==> src/design/assert_macros.svh <==
// ---------------------------------------------------------------------------
// assertion macros
// shared concurrent assertion forms, clocked on clk_i, off during reset
// ---------------------------------------------------------------------------
`ifndef ASSERT_MACROS_SVH
`define ASSERT_MACROS_SVH

// property holds at every edge
`define OEL_ASSERT(name, prop, msg) \
  name: assert property (@(posedge clk_i) disable iff (!rst_ni) (prop)) else $error(msg);

// same-cycle implication
`define OEL_ASSERT_IMP(name, pre, post, msg) \
  name: assert property (@(posedge clk_i) disable iff (!rst_ni) (pre) |-> (post)) \
    else $error(msg);

// next-cycle implication
`define OEL_ASSERT_NXT(name, pre, post, msg) \
  name: assert property (@(posedge clk_i) disable iff (!rst_ni) (pre) |=> (post)) \
    else $error(msg);

`endif

==> src/design/oel_ram.sv <==
// ---------------------------------------------------------------------------
// oel_ram
// single write port, single read port memory with registered read data
// ---------------------------------------------------------------------------
module oel_ram #(
  parameter int unsigned Width = 8,
  parameter int unsigned Depth = 16
) (
  input  logic                     clk_i,
  input  logic                     we_i,
  input  logic [$clog2(Depth)-1:0] waddr_i,
  input  logic [Width-1:0]         wdata_i,
  input  logic                     re_i,
  input  logic [$clog2(Depth)-1:0] raddr_i,
  output logic [Width-1:0]         rdata_o
);

  logic [Width-1:0] mem [Depth];
  logic [Width-1:0] rdata_q;

  always_ff @(posedge clk_i) begin
    if (we_i) begin
      mem[waddr_i] <= wdata_i;
    end
  end

  always_ff @(posedge clk_i) begin
    if (re_i) begin
      rdata_q <= mem[raddr_i];
    end
  end

  assign rdata_o = rdata_q;

endmodule

==> config.mk <==
export PLATFORM = sky130hd
export DESIGN_NAME = oel_ram
export DESIGN_NICKNAME = d
export VERILOG_FILES = /design/src/design/assert_macros.svh /design/src/design/oel_ram.sv
export SDC_FILE = /design/constraint.sdc
export NUM_CORES = 1
export LEC_CHECK = 0
export ABC_AREA = 1
export BUFFER_PORTS_ARGS = -buffer_cell sky130_fd_sc_hd__buf_2
export CAP_MARGIN = 20
export CORE_UTILIZATION = 27
export CTS_BUF_LIST = sky130_fd_sc_hd__clkbuf_16
export DETAILED_ROUTE_END_ITERATION = 16
export SLEW_MARGIN = 20
export SYNTH_ARGS = -nofsm -noshare
export SYNTH_HDL_FRONTEND = slang
export SYNTH_SLANG_ARGS = --single-unit
==> constraint.sdc <==
create_clock -name clk_i -period 1.87 [get_ports clk_i]
set_input_delay 0.374 -clock clk_i [delete_from_list [all_inputs] [get_ports clk_i]]
set_output_delay 0.374 -clock clk_i [all_outputs]
set_load 0.01 [all_outputs]
======== Word-level counts from Yosys, hierarchy flattened ========
Memory sizes are Yosys's and may differ from the RTL's. A register that Yosys moved wholly into a read port is not among the register bits.
Cells that the tools add are included.
storage, ports and cells
  flip-flop bits (word level) ............. 0
  bits in latches ......................... 0
  bits in writable memories ............... 128
  ROM bits ................................ 0
  input port bits ......................... 19
  output and inout bits ................... 8
  logic and storage cells ................. 3
  memories ................................ 1
memories
  name  words  width  rd ports  clocked after memory_dff  wr ports  RTL line       source
  mem   16     8      1         1                         1         oel_ram.sv:18  logic [Width-1:0] mem [Depth];
operators by class
  add/subtract/negate cells ............... 0
  multiply operators ...................... 0
  div/mod/pow operators ................... 0
  $lt $le $gt $ge ......................... 0
  equal/unequal tests ..................... 0
  shift-type cells ........................ 0
  mux-type cells .......................... 2
  bitwise logic cells ..................... 0
  reductions and logical operators ........ 0
operators by type and width
  cell     number
  $mux W1  2

======== Depth between registers and ports, before layout ========
Gate-level depths: netlist of run 1.
  word-level depth ........................ 2
  depth in mapped cells ................... 8
  mapped depth without buffers ............ 7

======== Worst setup path before layout of run 1 ========
Ideal clock, no wire load.
  path type ............................... input -> register
  start point ............................. in waddr_i[2]
  end point ............................... mem mem[10][0] (enable)
  library setup time ...................... 0.370 ns
  data arrival time ....................... 0.955 ns
  required time ........................... 1.500 ns
  slack ................................... 0.545 ns
  cell stages on the path ................. 2
  path buffers ............................ 0
  cell sequence ........................... nand3b_1 -> nor2_1
RTL lines
  element          RTL line       source
  start, declared  oel_ram.sv:11  input logic [$clog2(Depth)-1:0] waddr_i,
  end, declared    oel_ram.sv:18
No word-level cell before the write port.

======== Worst setup path in the final report of run 1 ========
  start point ............................. reg rdata_q[0] (netlist: rdata_o[0]), read port of mem
  end point ............................... out rdata_o[0]
RTL lines
  element          RTL line       source
  start, declared  oel_ram.sv:19  logic [Width-1:0] rdata_q;
  end, declared    oel_ram.sv:15  output logic [Width-1:0] rdata_o
No word-level cell between the ends.

==> results of run 1 <==
[cell type report]
class	count	share of cell area [%]
Sequential cell	136	59.8
Multi-Input combinational cell	289	17.8
Clock buffer	17	6.23
Inverter	102	5.60
Tap cell	275	5.04
Timing Repair Buffer	49	4.80
Clock inverter	14	0.806
[layer usage]
metal / wire length (um) / global-route usage (%) / vias to the layer above
met2: 5810 / 18.6 / 107
met3: 633 / 3.36 / 13
met5: 0 / 0 / -
met4: 142 / 4.80 / 0
li1: - / - / 1870
met1: 6520 / 18.0 / 1860
[logic make-up (layout without fill, tap and decap cells)]
group / count (synthesis) / after routing / synth area share (%)
and+or+nand+nor: 289 / 289 / 20.8
DFF: 136 / 136 / 69.8
buffers and inverters: 126 / 182 / 9.39
[worst min-delay path by stage]
stage                          start         end
after floorplan           wdata_i[0]   mem[0][0]
after global placement    mem[12][5]  rdata_o[5]
after detailed placement   mem[3][6]  rdata_o[6]
after CTS                       re_i  rdata_o[2]
after global routing            re_i  rdata_o[0]
final                           re_i  rdata_o[2]
[placed cells by master (no fill, tap or decap)]
cell / count
buf_12: 2
buf_2: 26
buf_4: 21
clkbuf_16: 17
clkinv_1: 6
clkinv_2: 2
edfxtp_1: 136
inv_1: 106
inv_2: 2
nand2_1: 173
nand3_1: 97
nand3b_1: 2
nor2_1: 17
[power by group through the flow]
stage | Combinational [mW] | Clock, mW | Sequential [mW]
floorplan | 0.241 | 0 | 3.52
global placement | 0.411 | 0 | 3.52
detailed placement | 0.415 | 0 | 3.52
CTS | 0.417 | 2.79 | 3.46
global route | 0.462 | 2.89 | 3.47
finish | 0.412 | 2.74 | 3.46
[flip-flops by register name, indices dropped and copies added (netlist names)]
register	count
mem	128
rdata_o	8
[cell usage after synthesis]
master / count
inv_1: 100
nand3_1: 97
buf_2: 13
nor2_1: 17
buf_4: 4
inv_2: 2
buf_1: 1
buf_6: 6
nand3b_1: 2
nand2_1: 173
edfxtp_1: 136
[stage by stage]
stage | area (sq um) | hold slack, ns | setup WS, ns
4_1_cts | 6830 | 0.313 | 0.442
2_1_floorplan | 5850 | 0.473 | 0.545
3_3_place_gp | 6350 | 0.728 | 0.208
5_1_grt | 6830 | 0.324 | 0.425
6_report | 6830 | 0.327 | 0.442
3_5_place_dp | 6350 | 0.727 | 0.203
==> flow_summary_export.csv, run 1 <==
group,metric,value,unit
global_route,antenna_found_initial,0,
critical_path,reg2regPathDepth,6,
critical_path,rr_startpoint,"mem[6][1]",
place,routabilityCongestion,0.788,
timing,maxSlewHeadroom,58.5,%
timing,setup_viol,0,
critical_path,worstSetupPathType,"reg2out",
yosys,synth.net_count,570,
pwr,ir_worst_vdd,0.636,mV
finish,drive_gt1_share,11.5,%
global_route,grt_pass1_vias,3716,
critical_path,path_max_fanout,1,
timing,post-route-period-util,76.4,%
drt,via_count,3850,
pwr,combPwrFrac,6.2,%
pwr,p_sw,1.44,mW
floorplanning,die_w,149,um
finish,multiInputGateArea,1210,sq um
floorplanning,die_y,149,um
floorplanning,start_util,27.6,%
critical_path,crit_buf_inv,1,
cts,cts_hold_buf,0,
yosys,netlist_instances,551,
critical_path,worstSetupStartpoint,"rdata_o[0]",
floorplanning,coreArea,21200,sq um
pwr,power.leakage,2.92,nW
critical_path,crit_chain,"buf_2",
finish,seq_area,4080,sq um
critical_path,worstSetupEndpointType,"output pin",
floorplanning,rows,53,
cts,clock_latency,0.42,ns
timing,rsz0062_at_grt,"false",
drt,postRouteAntennaNets,0,
critical_path,worst_r2r_endpoint,"rdata_o[1]",
timing,fin_crit,1.43,ns
status,status,"complete, no violations",
yosys,yosys.area.top_type,"edfxtp_1",
finish,fillers,2097,
global_route,grt_pass1_wl,20500,um
drt,drcViolationCount,0,
drt,via_per_inst,4.37,
cts,cts_root_buffer,"clkbuf_16",
yosys,synth_area,5850,sq um
yosys,synth_area_leaders,"edfxtp_1 (70%), nand2_1 (11%), nand3_1 (8.3%)",
pwr,clkPwrFrac,41.5,%
global_route,grt.overflow.total,0,
run,maxCapViolCount,0,
critical_path,crit_end,"rdata_o[0]",
finish,antenna_cells,0,
pwr,powerDensity,968,nW/um^2
timing,finalSetupTns,0,ns
pwr,pwr-share-seq,52.3,%
finish,final_core_util,32.3,%
timing,hold_viol_final,0,
critical_path,worstPathArrival,1.05,ns
drt,first_pass_iters,6,
critical_path,cp_top_family,"flip-flops",
critical_path,worst_ep_required_time,1.50,ns
finish,syn_to_final_growth,16.9,%
critical_path,max_stage_delay,0.45,ns
pwr,p_int,5.18,mW
timing,tightest_slew,0.621,ns
place,dp_hpwl,8240,um
timing,drv_slew,0,
pwr,netSwitchingFraction,21.8,%
global_route,gr-usage-all-layers,12.7,%
cts,tritoncts,"built",
yosys,yosysWarningCount,0,
place,place_inst,851,
drt,wl,13100,um
cts,cts_sinks,136,
critical_path,path_depth,1,
cts,cts_inserted_buffers,17,
global_route,grt_max_degree,57,
timing,max_freq,700,MHz
drt,wire_per_inst,14.9,um
yosys,ys_ff_latch,136,
pwr,power.total,6.62,mW
yosys,synthDistinctLibCells,11,
cts,h-tree-depth,4,
timing,skew,0.00798,ns
floorplanning,io_pins,27,
yosys,avgSynthCellArea,10.6,sq um
finish,layout.nets,614,
critical_path,slowest_stage,"edfxtp_1",
floorplanning,dieArea,22200,sq um
finish,final_cells,882,
yosys,ys_seq_area_share,69.8,%
yosys,yosys.area.top_type_share,69.8,%
cts,cts_setup_buffers,0,
cts,cts_resized,0,
place,port_buffers,26,
cts,cts.path.max_buffers,2,
hold_path,min_path_cells,1,
cts,clk_pin_slew_worst_paths,0.06,ns
critical_path,startpoint_type,"flip-flop",
drt,drtIter0Drc,383,
hold_path,hp-class,"in2reg",
critical_path,reg2reg_slack,0.75,ns
Note: power is estimated with default switching activity, not from simulation.
==> run 2: changes to the inputs <==
==> constraint.sdc (replaced) <==
create_clock -name clk_i -period 1.3 [get_ports clk_i]
set_input_delay 0.26 -clock clk_i [delete_from_list [all_inputs] [get_ports clk_i]]
set_output_delay 0.26 -clock clk_i [all_outputs]
set_load 0.01 [all_outputs]
==> flow_summary_export.csv, run 2 (synthesis results as in run 1) <==
group,metric,value,unit
status,status,"finished with violations",
status,violations,"setup timing",
finish,drive_gt1_share,13.8,%
cts,clk_pin_slew_worst_paths,0.06,ns
critical_path,worstSetupEndpointType,"output pin",
pwr,combPwrFrac,6.1,%
floorplanning,rows,53,
pwr,power.total,10.5,mW
place,place_inst,861,
finish,antenna_cells,0,
hold_path,hold_end,"rdata_o[7]",
place,dp_hpwl,8790,um
global_route,grt_pass1_wl,21300,um
cts,h-tree-depth,4,
drt,first_pass_iters,4,
drt,drtIter0Drc,342,
place,post-place-ws,-0.166,ns
timing,tightest_slew,0.341,ns
timing,fin_crit,1.32,ns
global_route,grt_pass1_vias,3711,
floorplanning,start_util,27.6,%
hold_path,hold_start,"re_i",
finish,layout.nets,624,
cts,cts.path.max_buffers,2,
finish,syn_to_final_growth,21.0,%
drt,drcViolationCount,0,
finish,layout_common_cells,"nand2_1 (173), edfxtp_1 (136), inv_1 (103), nand3_1 (97), buf_4 (27)",
pwr,power.leakage,3.03,nW
floorplanning,dieArea,22200,sq um
floorplanning,coreArea,21200,sq um
global_route,grt.overflow.total,0,
critical_path,startpoint_type,"flip-flop",
global_route,gr-usage-all-layers,13.3,%
global_route,grt_max_degree,31,
run,maxCapViolCount,0,
timing,hold_viol_final,0,
critical_path,worstSetupPathType,"reg2out",
hold_path,min_path_cells,1,
critical_path,reg2regPathDepth,6,
timing,skew,0.00581,ns
finish,final_cells,893,
critical_path,rr_startpoint,"mem[13][6]",
hold_path,hp-class,"in2reg",
critical_path,worst_r2r_endpoint,"rdata_o[6]",
cts,tritoncts,"built",
pwr,ir_worst_vdd,0.881,mV
critical_path,slowest_stage,"edfxtp_1",
timing,setup_viol,2,
critical_path,cp_top_family,"flip-flops",
critical_path,crit_chain,"buf_2",
finish,largest_reg_flops,128,
timing,maxSlewHeadroom,77.3,%
timing,rsz0062_at_grt,"true",
timing,post-route-period-util,101,%
timing,layout_setup_ws,-0.0180,ns
drt,via_count,3869,
drt,postRouteAntennaNets,0,
cts,cts_root_buffer,"clkbuf_16",
finish,top_register,"mem",
pwr,p_sw,2.17,mW
floorplanning,die_y,149,um
finish,final_common_cell,"nand2_1",
cts,cts_hold_buf,0,
place,routabilityCongestion,0.764,
place,place_area,6480,sq um
drt,wl,13500,um
cts,cts_inserted_buffers,17,
floorplanning,die_w,149,um
timing,finalSetupTns,-0.0300,ns
drt,via_per_inst,4.33,
drt,wire_per_inst,15.1,um
critical_path,worst_ep_required_time,1.04,ns
pwr,pwr-share-seq,47.5,%
critical_path,max_stage_delay,0.46,ns
timing,max_freq,759,MHz
cts,cts_sinks,136,
pwr,p_int,8.30,mW
finish,design_area,7080,sq um
place,port_buffers,26,
cts,clock_latency,0.42,ns
critical_path,crit_buf_inv,1,
critical_path,worstPathArrival,1.06,ns
pwr,clkPwrFrac,46.3,%
pwr,netSwitchingFraction,20.7,%
floorplanning,io_pins,27,
global_route,antenna_found_initial,0,
critical_path,path_max_fanout,1,
critical_path,reg2reg_slack,0.19,ns
pwr,powerDensity,1480,nW/um^2
timing,drv_slew,0,
## run 2: what timing repair did
| action | CTS | global route |
|---|---|---|
| endpoints found under the hold margin | 0 | 0 |
| setup buffers | 0 | 0 |
| gates resized for setup | 1 | 0 |
| setup endpoints to repair | 4 | 4 |
## run 2: per-layer routing
layer  share of wire (%)  vias to the layer above  global-route usage, %
li1                    -                     1893                      -
met1                  46                     1858                   18.1
met2                  46                      107                   20.4
met3                 7.4                       11                   4.01
met4                0.88                        0                   3.88
met5                   0                        -                      0
## run 2: worst max path at each step
stage | from | endpoint | slack [ns] | depth (start not counted)
after global routing | rdata_o[3] | rdata_o[3] | -0.04 | 1
after CTS | rdata_o[3] | rdata_o[3] | -0.03 | 1
after detailed placement | raddr_i[0] | rdata_o[4] | -0.17 | 8
final | rdata_o[3] | rdata_o[3] | -0.02 | 1
after floorplan | waddr_i[3] | mem[4][0] | 0.09 | 2
after global placement | raddr_i[0] | rdata_o[4] | -0.16 | 8
## run 2: cell type report
type                            count  area (sq um)
Timing Repair Buffer               59           459
Multi-Input combinational cell    289          1210
Sequential cell                   136          4080
Fill cell                        2100         14100
Clock buffer                       17           425
Tap cell                          275           344
Clock inverter                     15           168
Inverter                          102           383
## run 2: stage by stage
step	hold slack, ns	util [%]
finish	0.209	33.5
global route	0.202	33.5
detailed placement	0.641	30.6
CTS	0.195	33.5
floorplan	0.359	-
global placement	0.645	30.6
## run 2: power by group through the flow
stage	clock network [mW]	logic (mW)	registers, mW
2_1_floorplan	0	0.346	5.06
3_3_place_gp	0	0.637	5.07
3_5_place_dp	0	0.642	5.07
4_1_cts	4.93	0.649	4.98
5_1_grt	5.09	0.723	4.98
6_report	4.85	0.639	4.98
