**src/design/assert_macros.svh**
```systemverilog
// ---------------------------------------------------------------------------
// assertion macros
// shared concurrent assertion forms, clocked on clk_i, off during reset
// ---------------------------------------------------------------------------
`ifndef ASSERT_MACROS_SVH
`define ASSERT_MACROS_SVH

// property holds at every edge
`define OEL_ASSERT(name, prop, msg) \
  name: assert property (@(posedge clk_i) disable iff (!rst_ni) (prop)) else $error(msg);

// same-cycle implication
`define OEL_ASSERT_IMP(name, pre, post, msg) \
  name: assert property (@(posedge clk_i) disable iff (!rst_ni) (pre) |-> (post)) \
    else $error(msg);

// next-cycle implication
`define OEL_ASSERT_NXT(name, pre, post, msg) \
  name: assert property (@(posedge clk_i) disable iff (!rst_ni) (pre) |=> (post)) \
    else $error(msg);

`endif

```
**src/design/oel_pkg.sv**
```systemverilog
// ---------------------------------------------------------------------------
// oel_pkg
// types, constants and helpers of the event log ring
// ---------------------------------------------------------------------------
package oel_pkg;

  localparam int unsigned RING_DEPTH = 64;
  localparam int unsigned PTR_W      = (RING_DEPTH > 1) ? $clog2(RING_DEPTH) : 1;
  localparam int unsigned CNT_W      = $clog2(RING_DEPTH + 1);
  localparam int unsigned MAX_W      = 7;
  localparam int unsigned MAX_OUT    = 64;
  localparam int unsigned CMP_W      = (CNT_W > MAX_W) ? CNT_W : MAX_W;

  typedef enum logic {
    CMD_LOG  = 1'b0,
    CMD_READ = 1'b1
  } cmd_e;

  typedef logic [PTR_W-1:0] ptr_t;

  typedef struct packed {
    logic [31:0] hook_id;
    logic [31:0] process_id;
    logic [63:0] time_stamp;
    logic [63:0] caller_address;
    logic [63:0] return_value;
    logic [31:0] action_code;
  } rec_t;

  localparam int unsigned REC_W = $bits(rec_t);

  typedef struct packed {
    logic we;
    ptr_t waddr;
    logic re;
    ptr_t raddr;
  } ram_ctrl_t;

  typedef struct packed {
    logic load;
    logic has_entry;
    logic last;
  } load_t;

  function automatic ptr_t next_ptr(ptr_t p);
    ptr_t r;
    if (p == PTR_W'(RING_DEPTH - 1)) begin
      r = '0;
    end else begin
      r = p + ptr_t'(1);
    end
    return r;
  endfunction

endpackage

```
**src/design/oel_ctrl.sv**
```systemverilog
// ---------------------------------------------------------------------------
// oel_ctrl
// ring pointers, fill count and the drain sequencer
// ---------------------------------------------------------------------------
`include "assert_macros.svh"

module oel_ctrl import oel_pkg::*; (
  input  logic             clk_i,
  input  logic             rst_ni,
  input  logic             in_valid_i,
  input  logic             cmd_i,
  input  logic [MAX_W-1:0] max_entries_i,
  input  logic             out_free_i,
  output logic             in_ready_o,
  output ram_ctrl_t        ram_o,
  output load_t            load_o
);

  typedef enum logic [3:0] {
    ST_IDLE  = 4'b0001,
    ST_FETCH = 4'b0010,
    ST_HOLD  = 4'b0100,
    ST_NULL  = 4'b1000
  } state_e;

  state_e           state_q, state_d;
  ptr_t             wr_ptr_q, wr_ptr_d;
  ptr_t             rd_ptr_q, rd_ptr_d;
  logic [CNT_W-1:0] cnt_q, cnt_d;
  logic [MAX_W-1:0] left_q, left_d;
  logic [MAX_W-1:0] want;
  logic [MAX_W-1:0] n_drain;
  ptr_t             rd_ptr_inc;
  logic             acc;

  assign in_ready_o = (state_q == ST_IDLE);
  assign acc        = in_valid_i & in_ready_o;
  assign rd_ptr_inc = next_ptr(rd_ptr_q);

  always_comb begin
    want = (max_entries_i > MAX_W'(MAX_OUT)) ? MAX_W'(MAX_OUT) : max_entries_i;
    if (CMP_W'(want) < CMP_W'(cnt_q)) begin
      n_drain = want;
    end else begin
      n_drain = MAX_W'(cnt_q);
    end
  end

  always_comb begin
    state_d     = state_q;
    wr_ptr_d    = wr_ptr_q;
    rd_ptr_d    = rd_ptr_q;
    cnt_d       = cnt_q;
    left_d      = left_q;
    ram_o.we    = 1'b0;
    ram_o.waddr = wr_ptr_q;
    ram_o.re    = 1'b0;
    ram_o.raddr = rd_ptr_q;
    load_o      = '0;
    case (state_q)
      ST_IDLE: begin
        if (acc) begin
          if (cmd_i == CMD_LOG) begin
            ram_o.we = 1'b1;
            wr_ptr_d = next_ptr(wr_ptr_q);
            if (cnt_q < CNT_W'(RING_DEPTH)) begin
              cnt_d = cnt_q + CNT_W'(1);
            end else begin
              rd_ptr_d = rd_ptr_inc;
            end
          end else if (n_drain == '0) begin
            state_d = ST_NULL;
          end else begin
            ram_o.re = 1'b1;
            left_d   = n_drain;
            state_d  = ST_FETCH;
          end
        end
      end
      ST_FETCH: begin
        state_d = ST_HOLD;
      end
      ST_HOLD: begin
        if (out_free_i) begin
          load_o.load      = 1'b1;
          load_o.has_entry = 1'b1;
          load_o.last      = (left_q == MAX_W'(1));
          rd_ptr_d         = rd_ptr_inc;
          cnt_d            = cnt_q - CNT_W'(1);
          left_d           = left_q - MAX_W'(1);
          if (left_q == MAX_W'(1)) begin
            state_d = ST_IDLE;
          end else begin
            ram_o.re    = 1'b1;
            ram_o.raddr = rd_ptr_inc;
            state_d     = ST_FETCH;
          end
        end
      end
      ST_NULL: begin
        if (out_free_i) begin
          load_o.load = 1'b1;
          load_o.last = 1'b1;
          state_d     = ST_IDLE;
        end
      end
      default: begin
        state_d = ST_IDLE;
      end
    endcase
  end

  always_ff @(posedge clk_i or negedge rst_ni) begin
    if (!rst_ni) begin
      state_q  <= ST_IDLE;
      wr_ptr_q <= '0;
      rd_ptr_q <= '0;
      cnt_q    <= '0;
      left_q   <= '0;
    end else begin
      state_q  <= state_d;
      wr_ptr_q <= wr_ptr_d;
      rd_ptr_q <= rd_ptr_d;
      cnt_q    <= cnt_d;
      left_q   <= left_d;
    end
  end

  `OEL_ASSERT(a_cnt_bound, cnt_q <= CNT_W'(RING_DEPTH), "fill count beyond ring depth")
  `OEL_ASSERT_IMP(a_ptr_meet, (cnt_q == '0) || (cnt_q == CNT_W'(RING_DEPTH)), rd_ptr_q == wr_ptr_q, "pointers apart on empty or full ring")
  `OEL_ASSERT_IMP(a_load_free, load_o.load, out_free_i, "result loaded over a held beat")
  `OEL_ASSERT_NXT(a_last_idle, load_o.load && load_o.last, state_q == ST_IDLE, "sequencer busy after last beat")

endmodule

```
**config.mk**
```make
export PLATFORM = sky130hd
export DESIGN_NAME = oel_ctrl
export DESIGN_NICKNAME = d
export VERILOG_FILES = /design/src/design/oel_pkg.sv /design/src/design/oel_ctrl.sv
export VERILOG_INCLUDE_DIRS = /design/src /design/src/design
export SDC_FILE = /design/constraint.sdc
export NUM_CORES = 1
export LEC_CHECK = 0
export BUFFER_PORTS_ARGS = -buffer_cell sky130_fd_sc_hd__buf_4
export CORE_UTILIZATION = 58
export DETAILED_ROUTE_END_ITERATION = 10
export PLACE_DENSITY = 0.79
export SLEW_MARGIN = 10
export SYNTH_ARGS = -nofsm -noshare
export SYNTH_HDL_FRONTEND = slang
export SYNTH_SLANG_ARGS = --single-unit
```
**constraint.sdc**
```tcl
create_clock -name clk_i -period 4.3 [get_ports clk_i]
set_input_delay 0.645 -clock clk_i [delete_from_list [all_inputs] [get_ports clk_i]]
set_output_delay 0.645 -clock clk_i [all_outputs]
set_load 0.005 [all_outputs]
```
== After elaboration in Yosys (flattened, before gate mapping) ==
Index checks and enable logic that the tools add are counted.

* $add $sub $neg: 5
* $lt $le $gt $ge: 3
* Eq/ne operators: 15
* Muxes and demuxes: 41
* Bitwise operators: 2
* Reductions and logical operators: 7

{| class="wikitable"
|+ Operators with widths
! kind !! number
|-
| 7-bit two-way mux || 12
|-
| 6-bit two-way mux || 7
|-
| 7-bit one-hot mux with 2 select lines || 2
|-
| 4-bit two-way mux || 5
|-
| 4-bit one-hot mux with 4 select lines || 1
|-
| 5-bit AND reduction || 3
|-
| 7-bit by 1-bit subtractor with 7-bit output (second input constant) || 2
|-
| 6-bit by 1-bit adder with 6-bit output (second input constant) || 2
|-
| 6-bit equality test (second input constant) || 2
|-
| 2-bit inequality test (second input constant) || 6
|-
| 6-bit one-hot mux with 2 select lines || 1
|-
| 1-bit two-way mux || 8
|-
| 7-bit by 1-bit adder with 7-bit output (second input constant) || 1
|-
| 7-bit by 1-bit equality test with 1-bit output (second input constant) || 1
|-
| 7-bit > comparator (second input constant) || 1
|-
| 7-bit zero test || 1
|-
| 7-bit less-than comparator || 1
|-
| 7-bit less-than comparator (second input constant) || 1
|-
| 1-bit one-hot mux with 2 select lines || 3
|-
| 4-bit by 1-bit equality test with 1-bit output (second input constant) || 1
|-
| 4-bit by 2-bit equality test with 1-bit output (second input constant) || 1
|-
| 4-bit by 3-bit equality test with 1-bit output (second input constant) || 1
|-
| 4-bit equality test (second input constant) || 1
|-
| 2-bit by 1-bit inequality test with 1-bit output (second input constant) || 2
|-
| 7 further kinds || 7
|}

* Bits in registers: 30
* Bits of input ports: 12
* Word-level logic and storage cells: 78

== Logic depth before layout (Yosys ltp) ==
Gate-level depths: netlist (run 1).

* Word-level depth: 9
* Gate-level depth with buffers: 13

== Worst setup path after synthesis (run 1) ==
Ideal clock, no wire load.

* Path type: register to register
* Start point: reg state_q[1]
* End point: reg cnt_q[6]
* Setup time: 80 ps
* Arrival time: 2876 ps
* Slack: 1344 ps
* Stages on the path, launching flop included: 14
* Buffers on the path: 2
* Period minus slack after synthesis: 2956 ps
* Cells stage by stage: dfrtp_1 -> nand2b_1 -> or3_1 -> buf_2 -> inv_2 -> clkbuf_1 -> ha_1 -> nor2b_1 -> o21ai_0 -> a21boi_0 -> o21ai_0 -> a21oi_1 -> a211oi_2 -> xnor2_1

* Longest elaborated chain between the ends: 4
* Elaborated cells between the ends (all ways): 10
* Classes of those cells: eq/ne (6); mux (1); bitwise (1); reduce/logical (2)

{| class="wikitable"
|+ RTL lines
! element !! RTL line !! text
|-
| start: declaration || oel_ctrl.sv:26 || <nowiki>state_e state_q, state_d;</nowiki>
|-
| start signal: assignment || oel_ctrl.sv:121 || <nowiki>state_q <= state_d;</nowiki>
|-
| 4-bit by 1-bit equality test with 1-bit output || oel_ctrl.sv:36, oel_ctrl.sv:60 ||
|-
| 1-bit bitwise AND || oel_ctrl.sv:37 || <nowiki>assign acc = in_valid_i & in_ready_o;</nowiki>
|-
| 2-bit by 1-bit inequality test with 1-bit output (no line) || -- ||
|-
| 5-bit AND reduction (no line) || -- ||
|-
| end signal: assignment || oel_ctrl.sv:124 || <nowiki>cnt_q <= cnt_d;</nowiki>
|-
| end: declaration || oel_ctrl.sv:29 || <nowiki>logic [CNT_W-1:0] cnt_q, cnt_d;</nowiki>
|}

Several ways; a longest one is shown, not always the timed one.
A chain may end at the register's enable or synchronous reset.

==> flow_summary_export.csv, run 1 <==
group,metric,value,unit
cts,clk_latency,280,ps
cts,ctsResizeCount,0,
global_route,grt_pass1_vias,1702,
outcome,outcome,"finished clean",
floorplan,die_w,63.7,um
critical_path,cp_slowest_stage_delay,470,ps
logic_synthesis,synth-main-ff-cell,"dfrtp_1",
critical_path,required,3650,ps
logic_synthesis,synthCells,257,
finish,layout_commonest_cell,"nand2_1",
logic_synthesis,netlist_area,0.00221,mm^2
timing,rsz0062_at_grt,"false",
timing,min_period,3330,ps
cts,cts_sinks,30,
logic_synthesis,synth_top_cell_area_share,32.9,%
global_route,antenna_found_initial,0,
finish,layout_common_cells,"nand2_1, dfrtp_1, buf_4",
finish,fin_util,68.8,%
cts,cts_buffers,5,
hold_path,hp-class,"primary input to asynchronous set/reset pin",
logic_synthesis,yosysUniqueCellTypes,52,
flow_run,drv_cap,0,
critical_path,arrival,2680,ps
floorplan,start_util,60.3,%
cts,clk_pin_slew,70,ps
placement,dpl_worst_slack,1020,ps
logic_synthesis,ys_ff_latch,30,
timing,worst_slack,975,ps
finish,antenna_cells,0,
floorplan,num_io_pins,30,
routing,wl,4440,um
routing,avgRoutedWirePerCell,13.2,um
placement,port_buffers,29,
timing,finalHoldViolCount,0,
timing,fin_crit_sh,77.3,%
floorplan,row_count,22,
placement,hpwl,3330,um
logic_synthesis,synth-edff-count,0,
placement,gp_congestion,0.939,
routing,drc,0,
timing,slew_viol_final,0,
routing,drtPass1Iterations,4,
cts,cts_max_path_buffers,2,
critical_path,cp_cell_sequence,"nand2b_1 > or3_1 > inv_2 > nand2_2 > inv_2 > nand2b_2 > o41ai_1 > buf_4",
cts,htreeDepth,2,
floorplan,die_height,63.7,um
routing,dr.first_iter.drc_count,109,
timing,finalSetupViolCount,0,
critical_path,cp_max_fo,23,
finish,final_nets,314,
floorplan,core-area,0.00366,mm^2
critical_path,cp_slowest_cell,"or3_1",
logic_synthesis,synth_nets,285,
finish,layout-drive-gt1-share,18.5,%
timing,fmax,301,MHz
critical_path,endpoint_kind,"primary output",
timing,worst_slew_pin_slew,496,ps
routing,routed_via_density,5.59,
power,powerDensity,378,mW/mm^2
global_route,grt-ovfl-total,0,
global_route,grt_max_degree,31,
critical_path,start_kind,"flip-flop",
power,total_leakage_power,1.15,nW
global_route,grt_pass1_wl,7580,um
logic_synthesis,yosysTopAreaCell,"dfrtp_1",
routing,antenna_left,0,
critical_path,path_buf_inv,3,
timing,hold_ws,281,ps
logic_synthesis,syn_avg_cell_area,8.58,um^2
global_route,gr-usage-all-layers,24.1,%
floorplan,die-area,0.00405,mm^2
critical_path,crit_path_frequent_cell,"inv_2",
critical_path,cp_top_family,"simple AND/OR/NAND/NOR gates",
critical_path,worst-setup-path-type,"flip-flop to primary output",
cts,post_cts_buffers,0,
power,ir_drop,0.197,mV
logic_synthesis,async_flop_share,100,%
timing,finalSetupTns,0,ps
finish,area_growth,14.1,%
cts,cts_hold_buf,0,
timing,relSlewSlack,66.5,%
timing,worst_clock_skew,6.85,ps
logic_synthesis,ys_top_cells_by_area,"dfrtp_1, ha_1, nand2_1",
logic_synthesis,ys_warn_count,0,
logic_synthesis,yosysSeqAreaShare,34.1,%
cts,cts_tree,"built",
cts,clockRootBuffer,"clkbuf_8",
routing,vias,1871,
[worst register-to-register path, cell delays in order, from the launching register on]
cell and delay, ps:
dfrtp_1 400, nand2b_1 170, or3_1 470, inv_2 350, ha_1 340, nor2b_1 140
o21ai_0 190, a21boi_0 150, o21ai_0 340, a21oi_1 150, a211oi_2 250, xnor2_1 140
[power by group]
| part | internal (mW) | switching, mW | total (mW) |
|---|---|---|---|
| registers | 0.342 | 0.0888 | 0.431 |
| clock network | 0.129 | 0.108 | 0.237 |
| logic | 0.149 | 0.134 | 0.284 |
| total | 0.620 | 0.331 | 0.951 |
[logic make-up after synthesis]
group                    after synthesis  synth area share [%]
AO/OA/AOI/OAI                         70                  20.6
XOR/XNOR                              11                  4.37
adder cells (fa/ha/maj)               16                  9.42
buffers and inverters                 25                  5.90
flip-flops                            30                  34.1
multiplexers                           6                  2.84
AND/OR/NAND/NOR                       99                  22.7
[through the flow]
step                      power [mW]  instance area (um^2)  std cells
final                          0.951                  2520        335
after global routing            1.02                  2520        335
after CTS                      0.955                  2520        335
after detailed placement       0.717                  2430        327
after global placement         0.712                  2430        327
after floorplan                0.603                  2210        257
[layout make-up]
type / count / area, um^2
Multi-Input combinational cell: 202 / 1320
Clock inverter: 1 / 5.00
Tap cell: 48 / 60.1
Timing Repair Buffer: 29 / 218
Clock buffer: 7 / 86.3
Fill cell: 312 / 1140
Inverter: 18 / 72.6
Sequential cell: 30 / 752
[synth_stat cells (all sizes together) (5+ instances only)]
cell and count:
a21oi 20, and2b 5, buf 5, dfrtp 29, ha 15, inv 17, nand2 40, nand3 7
nand4 6, nor2 10, nor3 7, o21ai 29, xnor2 10
[per-layer routing]
layer,GRT usage [%],vias to the layer above,part of all wire [%]
met3,5.43,6,4.2
met2,37.6,47,44
met4,7.39,0,1.2
met1,33.1,849,50
met5,0,-,0
li1,-,969,-
[flip-flops by register name, indices dropped and copies added (netlist names)]
signal,flops
cnt_q,7
rd_ptr_q,6
wr_ptr_q,6
left_q,7
state_q,4
[path summary, 6_finish.rpt]
check	start	to	slack, ps	cells past startpoint
max	state_q[1]	ram_o[5]	970	8
min	rst_ni	cnt_q[5]	280	1
max reg2reg	state_q[1]	cnt_q[6]	1130	11
min reg2reg	wr_ptr_q[5]	wr_ptr_q[5]	500	1
max in group asynchronous	rst_ni	state_q[0]	3700	1
min in group clk_i	wr_ptr_q[5]	wr_ptr_q[5]	500	1
Note: power is estimated with default switching activity, not from simulation.
==> run 2: changes to the inputs <==
==> constraint.sdc (replaced) <==
create_clock -name clk_i -period 3.2 [get_ports clk_i]
set_input_delay 0.48 -clock clk_i [delete_from_list [all_inputs] [get_ports clk_i]]
set_output_delay 0.48 -clock clk_i [all_outputs]
set_load 0.005 [all_outputs]
==> run 2 against run 1 <==
Final cell count is 0.90% higher. Sequential power is 35% higher. Count of clock-buffer cells in the layout stayed put. Clock power rose by 34%. Via count increased by 1.8%. Flip-flop and latch count unchanged. Critical path type unchanged. Largest power group unchanged.
==> flow_summary_export.csv, run 2 (synthesis gave the netlist of run 1 again) <==
group,metric,value,unit
global_route,grt-ovfl-total,0,
cts,cts_tree,"built",
cts,htreeDepth,2,
critical_path,cp_top_family,"simple AND/OR/NAND/NOR gates",
finish,fillers,299,
timing,finalHoldViolCount,0,
timing,worst_slew_pin_slew,478,ps
cts,cts_max_path_buffers,2,
timing,slew_viol_final,0,
floorplan,start_util,60.3,%
critical_path,arrival,2350,ps
global_route,grt_pass1_wl,7910,um
critical_path,worst-setup-path-type,"flip-flop to primary output",
power,total_leakage_power,1.16,nW
critical_path,crit_start,"state_q[1]",
critical_path,timing.rr.start,"state_q[1]",
timing,fmax,353,MHz
timing,finalSetupTns,0,ps
critical_path,cp_max_fo,8,
timing,rsz0062_at_grt,"false",
cts,cts_buffers,5,
routing,routed_via_density,5.64,
cts,clockRootBuffer,"clkbuf_8",
timing,relSlewSlack,67.7,%
hold_path,hp-class,"primary input to asynchronous set/reset pin",
power,ir_drop,0.248,mV
cts,cts_sinks,30,
critical_path,cp_slowest_cell,"dfrtp_1",
placement,hpwl,3500,um
critical_path,crit_path_frequent_cell,"inv_2",
cts,clk_pin_slew,70,ps
critical_path,required,2720,ps
critical_path,cp_slowest_stage_delay,400,ps
cts,post_cts_buffers,0,
finish,area_growth,15.1,%
critical_path,r2r_setup_slack,440,ps
global_route,grt_max_degree,31,
critical_path,endpoint_kind,"primary output",
routing,drc,0,
routing,avgRoutedWirePerCell,13.6,um
timing,hold_ws,119,ps
routing,vias,1905,
finish,final_nets,317,
timing,worst_clock_skew,5.21,ps
timing,min_period,2830,ps
finish,fin_util,69.4,%
routing,wl,4600,um
floorplan,die_w,63.7,um
timing,fin_crit_sh,88.4,%
placement,dp.cells,330,
routing,antenna_left,0,
cts,clk_latency,280,ps
placement,gp_congestion,1.01,
critical_path,start_kind,"flip-flop",
finish,layout_common_cells,"nand2_1, buf_4, dfrtp_1",
power,powerDensity,507,mW/mm^2
critical_path,cp_cell_sequence,"nand2b_1 > or3_1 > inv_2 > nand2_2 > inv_2 > nand2b_2 > o41ai_1 > buf_4",
routing,drtPass1Iterations,4,
timing,finalSetupViolCount,0,
floorplan,core-area,0.00366,mm^2
global_route,grt_pass1_vias,1795,
cts,cts_hold_buf,0,
placement,placed_cell_area,0.00245,mm^2
floorplan,row_count,22,
routing,dr.first_iter.drc_count,177,
critical_path,path_buf_inv,3,
finish,antenna_cells,0,
global_route,gr-usage-all-layers,25.1,%
finish,design_area,0.00254,mm^2
flow_run,drv_cap,0,
cts,ctsResizeCount,0,
finish,final_cells,338,
outcome,outcome,"finished clean",
floorplan,num_io_pins,30,
placement,port_buffers,29,
global_route,antenna_found_initial,0,
finish,layout-drive-gt1-share,19.3,%
finish,layout_commonest_cell,"nand2_1",
floorplan,die-area,0.00405,mm^2
floorplan,die_height,63.7,um
finish,reg_top3,"cnt_q (7), left_q (7)",
-- run 2: layer usage --
metal  GRT usage (%)  up-vias  wire, um
met5               0        -         0
met4            9.38        0        80
met3            3.99        9       192
met2            42.0       50      2110
met1            32.3      880      2210
li1                -      966         -
-- run 2: where the power goes --
group          switching, mW  leakage (nW)  internal (mW)
combinational          0.184         0.737          0.203
clock                  0.145        0.0482          0.173
sequential             0.123         0.375          0.460
total                  0.451          1.16          0.836
-- run 2: worst paths after layout --
path	endpoint	cells after the start
hold reg to reg	wr_ptr_q[4]	1
setup / recovery	ram_o[5]	8
hold / removal	wr_ptr_q[2]	1
max in group asynchronous	state_q[0]	1
min in group clk_i	state_q[3]	2
setup reg to reg	cnt_q[6]	11
-- run 2: stage by stage --
step | total power [mW] | worst slack (ps)
after global routing | 1.37 | 192
after floorplan | 0.811 | 244
after detailed placement | 0.971 | 449
after global placement | 0.961 | 461
final | 1.29 | 370
after CTS | 1.29 | 362
-- run 2: layout make-up --
| type | count | area (um^2) | area share (%) |
|---|---|---|---|
| clock inverters | 1 | 5.00 | 0.197 |
| well taps | 48 | 60.1 | 2.36 |
| inverters | 18 | 72.6 | 2.86 |
| repair buffers | 32 | 240 | 9.46 |
| flip-flops and latches | 30 | 752 | 29.6 |
| multi-input cells | 202 | 1320 | 52.1 |
| clock buffers | 7 | 86.3 | 3.40 |
==> run 3: changes to the inputs <==
--- a/config.mk
+++ b/config.mk
@@ -6,6 +6,7 @@
 export SDC_FILE = /design/constraint.sdc
 export NUM_CORES = 1
 export LEC_CHECK = 0
+export ABC_AREA = 1
 export BUFFER_PORTS_ARGS = -buffer_cell sky130_fd_sc_hd__buf_4
 export CORE_UTILIZATION = 58
 export DETAILED_ROUTE_END_ITERATION = 10
==> run 3 against run 2 <==
Sequential power increased by 17%. Via count increased by 15%. Clock power increased by 53%. Count of clock-buffer cells in the layout decreased by 1. Largest cell class unchanged.
==> flow_summary_export.csv, run 3 <==
group,metric,value,unit
outcome,outcome,"finished clean",
logic_synthesis,synth_top_cell_area_share,31.2,%
timing,hold_ws,117,ps
cts,clockRootBuffer,"clkbuf_8",
logic_synthesis,syn_avg_cell_area,7.44,um^2
floorplan,die-area,0.00427,mm^2
placement,dpl_worst_slack,76.1,ps
critical_path,rr_worst_depth,12,
routing,dr.first_iter.drc_count,122,
placement,port_buffers,29,
timing,worst_slack,116,ps
flow_run,drv_cap,0,
floorplan,start_util,62.2,%
global_route,use_met3,5.73,%
floorplan,die_height,65.4,um
critical_path,arrival,2600,ps
finish,reg_top3,"cnt_q (7), left_q (7)",
finish,layout_commonest_cell,"nand2_1",
cts,clk_pin_slew,80,ps
critical_path,required,2720,ps
timing,slew_viol_final,0,
global_route,grt-ovfl-total,0,
critical_path,start_kind,"primary input",
timing,finalSetupViolCount,0,
critical_path,endpoint_kind,"primary output",
critical_path,cp-endpoint,"ram_o[6]",
finish,multi_input_area,0.00148,mm^2
critical_path,crit_start,"max_entries_i[4]",
finish,fin_util,76.9,%
timing,min_period,3080,ps
routing,drc,0,
routing,wl,5460,um
routing,vias,2186,
timing,finalSetupTns,0,ps
timing,finalHoldViolCount,0,
logic_synthesis,ys_ff_latch,30,
finish,area_growth,23.7,%
placement,gp_congestion,0.916,
cts,clk_latency,290,ps
timing,fmax,324,MHz
timing,fin_crit_sh,96.4,%
cts,cts_hold_buf,0,
global_route,busiest_layer,"met2",
cts,cts_tree,"built",
power,powerDensity,949,mW/mm^2
routing,avgRoutedWirePerCell,13.6,um
floorplan,core-area,0.00374,mm^2
power,ir_drop,0.556,mV
logic_synthesis,ys_warn_count,0,
global_route,use_met1,36.4,%
logic_synthesis,ys_top_cells_by_area,"dfrtp_1, nand2_1, ha_1",
logic_synthesis,synth-edff-count,0,
logic_synthesis,yosys-top-cells-count,"nand2_1, inv_1, dfrtp_1",
power,total_leakage_power,1.49,nW
timing,relSlewSlack,59.0,%
critical_path,r2r_setup_slack,350,ps
global_route,grt_pass1_vias,2119,
cts,cts_sinks,30,
global_route,gr-usage-all-layers,28.7,%
finish,register_area,752,um^2
global_route,gr-usage-met2,47.8,%
routing,drtPass1Iterations,4,
floorplan,row_count,22,
critical_path,r2r_end,"cnt_q[6]",
logic_synthesis,synth-main-ff-cell,"dfrtp_1",
routing,antenna_left,0,
logic_synthesis,async_flop_share,100,%
cts,htreeDepth,2,
routing,routed_via_density,5.44,
global_route,grt_pass1_wl,9350,um
timing,worst_slew_pin_slew,611,ps
timing,worst_clock_skew,9.93,ps
finish,design_area,0.00288,mm^2
logic_synthesis,post-synth-top-count-cell,"nand2_1",
logic_synthesis,yosysSeqAreaShare,32.3,%
logic_synthesis,yosysUniqueCellTypes,40,
finish,layout_common_cells,"nand2_1, inv_1, buf_4",
cts,cts_max_path_buffers,2,
finish,fillers,305,
placement,hpwl,3960,um
finish,final_nets,381,
logic_synthesis,netlist_area,0.00233,mm^2
hold_path,hp-class,"primary input to asynchronous set/reset pin",
critical_path,worst-setup-path-type,"primary input to primary output",
critical_path,timing.rr.start,"state_q[1]",
floorplan,num_io_pins,30,
cts,cts_buffers,5,
logic_synthesis,synth_nets,341,
finish,antenna_cells,0,
global_route,grt_max_degree,31,
logic_synthesis,yosysTopAreaCell,"dfrtp_1",
finish,layout-drive-gt1-share,29.1,%
global_route,antenna_found_initial,0,
logic_synthesis,synthCells,313,
critical_path,cp_max_fo,7,
placement,placed_cell_area,0.00265,mm^2
floorplan,die_w,65.4,um
-- run 3: repair_timing --
action,CTS,global route
endpoints found under the hold margin,0,0
resized for setup,1,23
buffers inserted,0,1
setup endpoints to repair,1,1
pin swaps,0,9
-- run 3: cell type report --
type | count | area share (%)
sequential | 30 | 26.1
clock buffer | 6 | 2.87
multi-input combinational | 235 | 51.3
timing repair buffer | 35 | 9.56
clock inverter | 2 | 2.09
inverter | 46 | 5.99
tap | 48 | 2.09
-- run 3: metrics by stage --
| stage | total power [mW] | std cells |
|---|---|---|
| 6_report | 2.73 | 402 |
| 5_1_grt | 2.99 | 402 |
| 4_1_cts | 2.67 | 401 |
| 3_5_place_dp | 2.16 | 393 |
| 3_3_place_gp | 2.12 | 393 |
| 2_1_floorplan | 1.74 | 313 |
-- run 3: logic make-up (layout without fill, tap and decap cells) --
group                      Yosys count  in the layout  share of synthesized area (%)
buffers and inverters               48             89                           7.90
adders and majority gates           16             16                           8.92
xor gates and xnor gates            10             10                           3.76
DFF                                 30             30                           32.3
and+or+nand+nor                    153            153                           33.0
AOI/OAI and AO/OA                   56             56                           14.1
-- run 3: worst min-delay path by stage --
| stage | cells after the start | start | end | slack (ps) |
|---|---|---|---|---|
| after floorplan | 0 | rst_ni | cnt_q[0] | 180 |
| after global placement | 1 | rst_ni | left_q[5] | 430 |
| after global routing | 1 | rst_ni | wr_ptr_q[3] | 140 |
| after detailed placement | 1 | rst_ni | left_q[2] | 430 |
| final | 1 | rst_ni | wr_ptr_q[3] | 120 |
| after CTS | 1 | rst_ni | left_q[0] | 130 |
-- run 3: critical path: stages --
cell and delay [ps]:
buf_4 130, nor2_4 110, nand3_2 100, nand2_4 110, nand2_4 50, inv_2 60, ha_4 200, a21oi_4 160
nor2_2 60, a211oi_4 240, buf_12 160, nand3_1 110, nand2_1 100, nand2_2 60, nor2_4 120, a21oi_2 60
nand2_2 90, nand2_2 50, buf_4 130
-- run 3: report_power, final --
group          internal, mW  switching (mW)
Clock                 0.332           0.154
Sequential            0.540           0.142
Combinational         0.613           0.952
Total                  1.49            1.25
-- run 3: metal layers --
layer | wire (um) | vias to the layer above
met5 | 0 | -
met4 | 123 | 0
met3 | 203 | 14
met2 | 2720 | 44
met1 | 2410 | 1024
li1 | - | 1104
